<file path="config.mk">
export PLATFORM = sky130hd
export DESIGN_NAME = md5_message_digest
export DESIGN_NICKNAME = d
export VERILOG_FILES = /design/src/hdl/md5_pkg.sv /design/src/hdl/md5_buf.sv /design/src/hdl/md5_round.sv /design/src/hdl/md5_message_digest.sv
export SDC_FILE = /design/constraint.sdc
export NUM_CORES = 2
export LEC_CHECK = 0
export BUFFER_PORTS_ARGS = -buffer_cell sky130_fd_sc_hd__clkbuf_2
export CAP_MARGIN = 20
export CORE_MARGIN = 2
export CORE_UTILIZATION = 35
export CTS_BUF_LIST = sky130_fd_sc_hd__clkbuf_4
export DETAILED_ROUTE_END_ITERATION = 10
export GPL_TIMING_DRIVEN = 0
export MAX_ROUTING_LAYER = met4
export SETUP_SLACK_MARGIN = 0.1
export SKIP_CTS_REPAIR_TIMING = 1
export SLEW_MARGIN = 20
export SYNTH_ARGS = -nofsm -noshare
export SYNTH_HDL_FRONTEND = slang
export SYNTH_SLANG_ARGS = --single-unit
export TNS_END_PERCENT = 30
</file>
<file path="constraint.sdc">
create_clock -name aclk -period 19.2 [get_ports aclk]
set_input_delay 3.84 -clock aclk [delete_from_list [all_inputs] [get_ports aclk]]
set_output_delay 3.84 -clock aclk [all_outputs]
set_load 0.005 [all_outputs]
</file>
<file path="src/hdl/md5_pkg.sv">
// ----------------------------------------------------------------------------
// md5_pkg
// Shared types, constants and round functions of the MD5 digest block.
// ----------------------------------------------------------------------------
package md5_pkg;

    typedef logic [31:0] word_t;
    typedef word_t [3:0] word4_t;

    localparam word_t IV_A = 32'h67452301;
    localparam word_t IV_B = 32'hefcdab89;
    localparam word_t IV_C = 32'h98badcfe;
    localparam word_t IV_D = 32'h10325476;

    localparam logic [7:0] PAD_BYTE = 8'h80;
    localparam logic [5:0] LAST_POS = 6'd63;
    localparam logic [5:0] LEN_POS  = 6'd55;

    localparam word_t K_TAB [64] = '{
        32'hd76aa478, 32'he8c7b756, 32'h242070db, 32'hc1bdceee,
        32'hf57c0faf, 32'h4787c62a, 32'ha8304613, 32'hfd469501,
        32'h698098d8, 32'h8b44f7af, 32'hffff5bb1, 32'h895cd7be,
        32'h6b901122, 32'hfd987193, 32'ha679438e, 32'h49b40821,
        32'hf61e2562, 32'hc040b340, 32'h265e5a51, 32'he9b6c7aa,
        32'hd62f105d, 32'h02441453, 32'hd8a1e681, 32'he7d3fbc8,
        32'h21e1cde6, 32'hc33707d6, 32'hf4d50d87, 32'h455a14ed,
        32'ha9e3e905, 32'hfcefa3f8, 32'h676f02d9, 32'h8d2a4c8a,
        32'hfffa3942, 32'h8771f681, 32'h6d9d6122, 32'hfde5380c,
        32'ha4beea44, 32'h4bdecfa9, 32'hf6bb4b60, 32'hbebfbc70,
        32'h289b7ec6, 32'heaa127fa, 32'hd4ef3085, 32'h04881d05,
        32'hd9d4d039, 32'he6db99e5, 32'h1fa27cf8, 32'hc4ac5665,
        32'hf4292244, 32'h432aff97, 32'hab9423a7, 32'hfc93a039,
        32'h655b59c3, 32'h8f0ccc92, 32'hffeff47d, 32'h85845dd1,
        32'h6fa87e4f, 32'hfe2ce6e0, 32'ha3014314, 32'h4e0811a1,
        32'hf7537e82, 32'hbd3af235, 32'h2ad7d2bb, 32'heb86d391
    };

    localparam logic [4:0] ROT_TAB [16] = '{
        5'd7, 5'd12, 5'd17, 5'd22,
        5'd5, 5'd9,  5'd14, 5'd20,
        5'd4, 5'd11, 5'd16, 5'd23,
        5'd6, 5'd10, 5'd15, 5'd21
    };

    typedef enum logic [2:0] {
        ST_IDLE,
        ST_COMP,
        ST_ADD,
        ST_PAD,
        ST_LEN,
        ST_FIN
    } st_t;

    typedef enum logic [1:0] {
        RET_IDLE,
        RET_PAD,
        RET_FIN
    } ret_t;

    typedef struct packed {
        logic       en;
        logic [5:0] addr;
        logic [7:0] data;
    } buf_wr_t;

    typedef struct packed {
        logic       done;
        logic [3:0] msg_idx;
    } rnd_sts_t;

    function automatic logic [3:0] msg_index(input logic [5:0] i);
        logic [7:0] w;
        logic [7:0] g1;
        logic [7:0] g2;
        logic [7:0] g3;
        logic [3:0] g;
        w  = {2'b00, i};
        g1 = w * 8'd5 + 8'd1;
        g2 = w * 8'd3 + 8'd5;
        g3 = w * 8'd7;
        unique case (i[5:4])
            2'd0: g = i[3:0];
            2'd1: g = g1[3:0];
            2'd2: g = g2[3:0];
            2'd3: g = g3[3:0];
        endcase
        return g;
    endfunction

    function automatic word_t round_f(input logic [1:0] grp, input word_t b,
                                      input word_t c, input word_t d);
        word_t f;
        unique case (grp)
            2'd0: f = (b & c) | (~b & d);
            2'd1: f = (d & b) | (~d & c);
            2'd2: f = b ^ c ^ d;
            2'd3: f = c ^ (b | ~d);
        endcase
        return f;
    endfunction

endpackage

</file>
<file path="src/hdl/md5_buf.sv">
// ----------------------------------------------------------------------------
// md5_buf
// 64-byte block buffer: byte-wide write, 32-bit little-endian word read.
// ----------------------------------------------------------------------------
module md5_buf (
    input  logic                 aclk,
    input  md5_pkg::buf_wr_t     wr,
    input  logic [3:0]           rd_idx,
    output md5_pkg::word_t       rd_word
);
    import md5_pkg::*;

    word_t words_mem [16];

    always_ff @(posedge aclk) begin
        if (wr.en) begin
            words_mem[wr.addr[5:2]][{wr.addr[1:0], 3'b000} +: 8] <= wr.data;
        end
    end

    assign rd_word = words_mem[rd_idx];

endmodule

</file>
<file path="src/hdl/md5_round.sv">
// ----------------------------------------------------------------------------
// md5_round
// Shared MD5 round unit: runs 64 rounds, each as a sum phase and an update phase.
// ----------------------------------------------------------------------------
module md5_round (
    input  logic                 aclk,
    input  logic                 aresetn,
    input  logic                 start,
    input  md5_pkg::word4_t      chain,
    input  md5_pkg::word_t       msg_word,
    output md5_pkg::rnd_sts_t    sts,
    output md5_pkg::word4_t      words
);
    import md5_pkg::*;

    logic [5:0] rnd_reg,   rnd_next;
    logic       phase_reg, phase_next;
    logic       busy_reg,  busy_next;
    logic       done_reg,  done_next;
    word4_t     words_reg, words_next;
    word_t      t_reg,     t_next;
    word_t      f;
    logic [63:0] rot_wide;
    logic [4:0] rot_amt;

    assign f        = round_f(rnd_reg[5:4], words_reg[1], words_reg[2], words_reg[3]);
    assign rot_amt  = ROT_TAB[{rnd_reg[5:4], rnd_reg[1:0]}];
    assign rot_wide = {t_reg, t_reg} << rot_amt;

    always_comb begin
        rnd_next   = rnd_reg;
        phase_next = phase_reg;
        busy_next  = busy_reg;
        done_next  = 1'b0;
        words_next = words_reg;
        t_next     = t_reg;
        if (start) begin
            words_next = chain;
            rnd_next   = '0;
            phase_next = 1'b0;
            busy_next  = 1'b1;
        end else if (busy_reg) begin
            if (!phase_reg) begin
                t_next     = words_reg[0] + f + K_TAB[rnd_reg] + msg_word;
                phase_next = 1'b1;
            end else begin
                words_next[0] = words_reg[3];
                words_next[1] = words_reg[1] + rot_wide[63:32];
                words_next[2] = words_reg[1];
                words_next[3] = words_reg[2];
                phase_next    = 1'b0;
                rnd_next      = rnd_reg + 6'd1;
                if (rnd_reg == LAST_POS) begin
                    busy_next = 1'b0;
                    done_next = 1'b1;
                end
            end
        end
    end

    always_ff @(posedge aclk) begin
        if (!aresetn) begin
            rnd_reg   <= '0;
            phase_reg <= 1'b0;
            busy_reg  <= 1'b0;
            done_reg  <= 1'b0;
        end else begin
            rnd_reg   <= rnd_next;
            phase_reg <= phase_next;
            busy_reg  <= busy_next;
            done_reg  <= done_next;
        end
        words_reg <= words_next;
        t_reg     <= t_next;
    end

    assign sts.done    = done_reg;
    assign sts.msg_idx = msg_index(rnd_reg);
    assign words       = words_reg;

endmodule

</file>
<file path="src/hdl/md5_message_digest.sv">
// ----------------------------------------------------------------------------
// md5_message_digest
// MD5 digest of a byte stream, one byte per request, digest on tlast.
// ----------------------------------------------------------------------------
// A byte request is taken whenever the block is idle. A byte that completes
// a 64-byte block also runs the compression, which holds s_tready low while
// one shared round unit runs 64 rounds and while the result is folded into
// the chaining words. A request with tlast then writes the padding one byte
// per cycle up to the end of the block and compresses once more, or twice
// when no more than 8 bytes of the block remain. The digest appears on
// m_tdata in an output register; the next message may start while it waits,
// and the block stalls only if a new digest is ready before the previous one
// is taken.
module md5_message_digest (
    input  logic         aclk,
    input  logic         aresetn,
    input  logic         s_tvalid,
    output logic         s_tready,
    input  logic [7:0]   s_tdata,   // [7:0] msg_byte
    input  logic         s_tuser,   // [0] byte_present
    input  logic         s_tlast,   // is_last
    output logic         m_tvalid,
    input  logic         m_tready,
    output logic [127:0] m_tdata    // [31:0] digest_a, [63:32] digest_b,
                                    // [95:64] digest_c, [127:96] digest_d
);
    import md5_pkg::*;

    st_t          state_reg, state_next;
    ret_t         ret_reg, ret_next;
    logic [60:0]  cnt_reg;
    logic [5:0]   pad_ptr_reg;
    logic         first_reg;
    word4_t       chain_reg;
    logic         m_tvalid_reg;
    logic [127:0] m_tdata_reg;

    logic         s_acc;
    logic         out_go;
    logic         rnd_start;
    buf_wr_t      buf_wr;
    rnd_sts_t     rnd_sts;
    word_t        msg_word;
    word4_t       rnd_words;
    logic [63:0]  bit_len;
    logic [7:0]   len_byte;

    md5_buf u_buf (
        .aclk    (aclk),
        .wr      (buf_wr),
        .rd_idx  (rnd_sts.msg_idx),
        .rd_word (msg_word)
    );

    md5_round u_round (
        .aclk     (aclk),
        .aresetn  (aresetn),
        .start    (rnd_start),
        .chain    (chain_reg),
        .msg_word (msg_word),
        .sts      (rnd_sts),
        .words    (rnd_words)
    );

    assign s_tready = (state_reg == ST_IDLE);
    assign s_acc    = s_tvalid && s_tready;
    assign out_go   = !m_tvalid_reg || m_tready;
    assign bit_len  = {cnt_reg, 3'b000};
    assign len_byte = bit_len[{pad_ptr_reg[2:0], 3'b000} +: 8];

    always_comb begin
        state_next = state_reg;
        unique case (state_reg)
            ST_IDLE: begin
                if (s_acc) begin
                    if (s_tuser && cnt_reg[5:0] == LAST_POS) begin
                        state_next = ST_COMP;
                    end else if (s_tlast) begin
                        state_next = ST_PAD;
                    end
                end
            end
            ST_COMP: begin
                if (rnd_sts.done) begin
                    state_next = ST_ADD;
                end
            end
            ST_ADD: begin
                unique case (ret_reg)
                    RET_PAD: state_next = ST_PAD;
                    RET_FIN: state_next = ST_FIN;
                    default: state_next = ST_IDLE;
                endcase
            end
            ST_PAD: begin
                if (pad_ptr_reg == LAST_POS) begin
                    state_next = ST_COMP;
                end else if (pad_ptr_reg == LEN_POS) begin
                    state_next = ST_LEN;
                end
            end
            ST_LEN: begin
                if (pad_ptr_reg == LAST_POS) begin
                    state_next = ST_COMP;
                end
            end
            ST_FIN: begin
                if (out_go) begin
                    state_next = ST_IDLE;
                end
            end
            default: state_next = ST_IDLE;
        endcase
    end

    always_comb begin
        buf_wr    = '0;
        rnd_start = 1'b0;
        ret_next  = ret_reg;
        unique case (state_reg)
            ST_IDLE: begin
                buf_wr.en   = s_acc && s_tuser;
                buf_wr.addr = cnt_reg[5:0];
                buf_wr.data = s_tdata;
                rnd_start   = s_acc && s_tuser && cnt_reg[5:0] == LAST_POS;
                ret_next    = s_tlast ? RET_PAD : RET_IDLE;
            end
            ST_PAD: begin
                buf_wr.en   = 1'b1;
                buf_wr.addr = pad_ptr_reg;
                buf_wr.data = first_reg ? PAD_BYTE : 8'h00;
                rnd_start   = (pad_ptr_reg == LAST_POS);
                ret_next    = RET_PAD;
            end
            ST_LEN: begin
                buf_wr.en   = 1'b1;
                buf_wr.addr = pad_ptr_reg;
                buf_wr.data = len_byte;
                rnd_start   = (pad_ptr_reg == LAST_POS);
                ret_next    = RET_FIN;
            end
            default: begin
                buf_wr    = '0;
                rnd_start = 1'b0;
            end
        endcase
    end

    always_ff @(posedge aclk) begin
        if (!aresetn) begin
            state_reg    <= ST_IDLE;
            ret_reg      <= RET_IDLE;
            cnt_reg      <= '0;
            pad_ptr_reg  <= '0;
            first_reg    <= 1'b0;
            chain_reg    <= {IV_D, IV_C, IV_B, IV_A};
            m_tvalid_reg <= 1'b0;
        end else begin
            state_reg <= state_next;
            if (rnd_start) begin
                ret_reg <= ret_next;
            end
            unique case (state_reg)
                ST_IDLE: begin
                    if (s_acc && s_tuser) begin
                        cnt_reg <= cnt_reg + 61'd1;
                    end
                    if (s_acc && s_tlast) begin
                        pad_ptr_reg <= s_tuser ? cnt_reg[5:0] + 6'd1 : cnt_reg[5:0];
                        first_reg   <= 1'b1;
                    end
                end
                ST_ADD: begin
                    chain_reg[0] <= chain_reg[0] + rnd_words[0];
                    chain_reg[1] <= chain_reg[1] + rnd_words[1];
                    chain_reg[2] <= chain_reg[2] + rnd_words[2];
                    chain_reg[3] <= chain_reg[3] + rnd_words[3];
                end
                ST_PAD, ST_LEN: begin
                    pad_ptr_reg <= pad_ptr_reg + 6'd1;
                    first_reg   <= 1'b0;
                end
                ST_FIN: begin
                    if (out_go) begin
                        chain_reg <= {IV_D, IV_C, IV_B, IV_A};
                        cnt_reg   <= '0;
                    end
                end
                default: begin
                    cnt_reg <= cnt_reg;
                end
            endcase
            if (state_reg == ST_FIN && out_go) begin
                m_tvalid_reg <= 1'b1;
            end else if (m_tready) begin
                m_tvalid_reg <= 1'b0;
            end
        end
        if (state_reg == ST_FIN && out_go) begin
            m_tdata_reg <= chain_reg;
        end
    end

    assign m_tvalid = m_tvalid_reg;
    assign m_tdata  = m_tdata_reg;

`ifndef SYNTHESIS
    a_done_in_comp: assert property (@(posedge aclk) disable iff (!aresetn)
        rnd_sts.done |-> state_reg == ST_COMP)
        else $error("round unit finished outside compression");

    a_start_not_busy: assert property (@(posedge aclk) disable iff (!aresetn)
        rnd_start |-> state_reg != ST_COMP && state_reg != ST_ADD)
        else $error("round unit restarted during compression");

    a_digest_from_fin: assert property (@(posedge aclk) disable iff (!aresetn)
        $rose(m_tvalid) |-> $past(state_reg) == ST_FIN)
        else $error("digest presented without finishing a message");

    a_len_position: assert property (@(posedge aclk) disable iff (!aresetn)
        state_reg == ST_LEN |-> pad_ptr_reg[5:3] == 3'b111)
        else $error("length bytes written outside the block tail");
`endif

endmodule
</file>
==> impl_metrics.toml <==
[worst_setup_path]
arrival_ns = 11.44
crit_slowest_cell = "o21ai_0"
cp.depth = 27
cpMostUsedCell = "o21ai_0"
critPathLaunchType = "register"
cp_max_fo = 17
rr_worst_depth = 27
cp_num_buf_inv = 8
critPathKind = "register to register"
required_ns = 20.28
cp_slowest_stage_delay_ns = 0.69
worst_setup_path_end_kind = "register"
crit_family = "buffers and inverters"

[timing]
period_share = 0.540
fmax_mhz = 96.5
tightest_slew_ns = 1.31
hold_violations = 0
finalClockSkew_ns = 0.103
maxSlewHeadroom = 0.120
setup_viol = 0
fin_setup_tns_ns = 0
fin_crit_ns = 10.36
slew_violations = 0
rsz0062_at_grt = "no"

[die]
start_util = 0.352
rows = 148
core_area_um2 = 163000
die_w_um = 408
ioPinCount = 144
fp.dieH_um = 408
dieArea_um2 = 167000

[yosys]
synthesis.area_um2 = 57200
yosysWarnings = 0
syn_inst = 5411
syn_area_per_cell_um2 = 10.6
synth.distinct_cells = 89
synthFlopType = "edfxtp_1"
synth_nets = 5718
synthArstFlopShare = 0
synth-edff-count = 800
ys_seq_elements = 1011
yosysSeqAreaShare = 0.494

[grt]
grt_pass1_wl_um = 307000
grt_overflow = 0
grtUsageTotal = 0.258
grt_pass1_vias = 45421
grt_max_degree = 59
antenna_found_initial = 13

[finish]
stdcell_count = 8235
drive_gt1_frac = 0.140
area_growth_pct = 12.4
fin_util = 0.396
final_cell_mix = "nand2_1, edfxtp_1, nor2_1, clkbuf_4, a21oi_1"
nets = 6166
mostFrequentLayoutCell = "nand2_1"
n_fill_cell = 16180
largest_register_ff_count = 512

[clock_network]
clock_latency_ns = 1.30
clkSlewWorstSetupHoldPaths_ns = 0.06
cts_buffers = 290
clockBufferDepth = 4
cts_root_buffer = "clkbuf_4"
htree_levels = 5
clock-sinks = 1011
cts_tree = "yes"

[power]
power_density_nw_per_um2 = 90.0
switchingPower_mw = 1.89
ir_drop_mv = 0.0617
power_frac_seq = 0.458
cellLeakagePower_nw = 23.4
clkPwrFrac = 0.334
swShare = 0.326
internal_power_mw = 3.90
p_comb_frac = 0.208

[placement]
hpwl_um = 158000
portBuffers = 143
place_inst = 7737
finalWeightedCongestion = 1.04

[routing]
firstDrtPassIters = 6
drc = 0
drt_iter0_drc = 5471
wirelength_um = 215000
ant_nets = 0
viasPerCell = 5.74
num_vias = 47277
wl_per_cell_um = 26.1

[min_path]
hold_depth = 2
min_path_type = "register to register"

[status]
status = "complete, no violations"

[flow_run]
cap_violations = 0
power by group through the flow:
stage                     combinational, mW  sequential, mW  clock [mW]
final                                  1.20            2.65        1.93
after global routing                   1.30            2.66        2.08
after CTS                              1.17            2.65        1.96
after detailed placement               1.16            2.70           0
after global placement                 1.14            2.70           0
after floorplan                       0.790            2.61           0
kinds of logic (layout without fill, tap and decap cells):
group	Yosys count	after routing	share of synthesized area
flops	1011	1011	0.494
simple gates	1770	1770	0.135
compound gates	1293	1293	0.141
fa+ha+maj	293	293	0.0732
buf+inv	493	1132	0.0336
mux	288	288	0.0833
xor+xnor	263	263	0.0403
other cells	0	10	0
cell usage after synthesis (all sizes together) (128+ instances only):
cell / instances / area share
nor2: 425 / 0.028
a21oi: 359 / 0.031
clkbuf: 209 / 0.014
nor3: 128 / 0.011
dfxtp: 211 / 0.074
inv: 198 / 0.013
mux4: 148 / 0.058
o21ai: 311 / 0.027
ha: 224 / 0.049
xnor2: 166 / 0.025
edfxtp: 800 / 0.42
nand2: 841 / 0.055
worst reg2reg max path: cells and delay by family (launching register included):
kind                       cells  cell delay [ns]
adders and majority gates      5             2.25
AOI/OAI and AO/OA             10             3.26
and+or+nand+nor                3             0.39
DFF                            1             0.43
xor gates and xnor gates       1             0.24
buffers and inverters          8             3.57
area by class of cell:
cell class	count	area, um2	share of cell area
multi-input cells	3907	27100	0.421
clock buffers	401	3010	0.0468
diodes	10	25.0	0.000389
plain buffers	294	1190	0.0185
well taps	2175	2720	0.0423
flip-flops and latches	1011	28200	0.439
repair buffers	156	918	0.0143
inverters	199	747	0.0116
clock inverters	82	374	0.00582
routing by layer:
metal | global-route usage | wire (um)
met1 | 0.327 | 85200
met2 | 0.388 | 95900
met3 | 0.0547 | 21600
met4 | 0.139 | 12300
met5 | - | 0
final timing paths:
path,slack [ns],startpoint,endpoint
worst min-delay path,0.48,first_reg,first_reg
worst max-delay path,8.84,u_round.rnd_reg[1],u_round.t_reg[30]
worst max register to register,8.84,u_round.rnd_reg[1],u_round.t_reg[30]
worst min register to register,0.48,first_reg,first_reg
stage by stage:
stage | cell area [um2] | total power, mW | setup WS, ns | hold slack, ns
floorplan | 57200 | 3.40 | 10.57 | 0.424
global placement | 60600 | 3.84 | 7.46 | 0.462
detailed placement | 60800 | 3.86 | 9.04 | 0.472
CTS | 64200 | 5.78 | 8.99 | 0.479
global route | 64300 | 6.04 | 8.57 | 0.485
finish | 64300 | 5.79 | 8.84 | 0.477
Power figures use the tool's default switching activity.
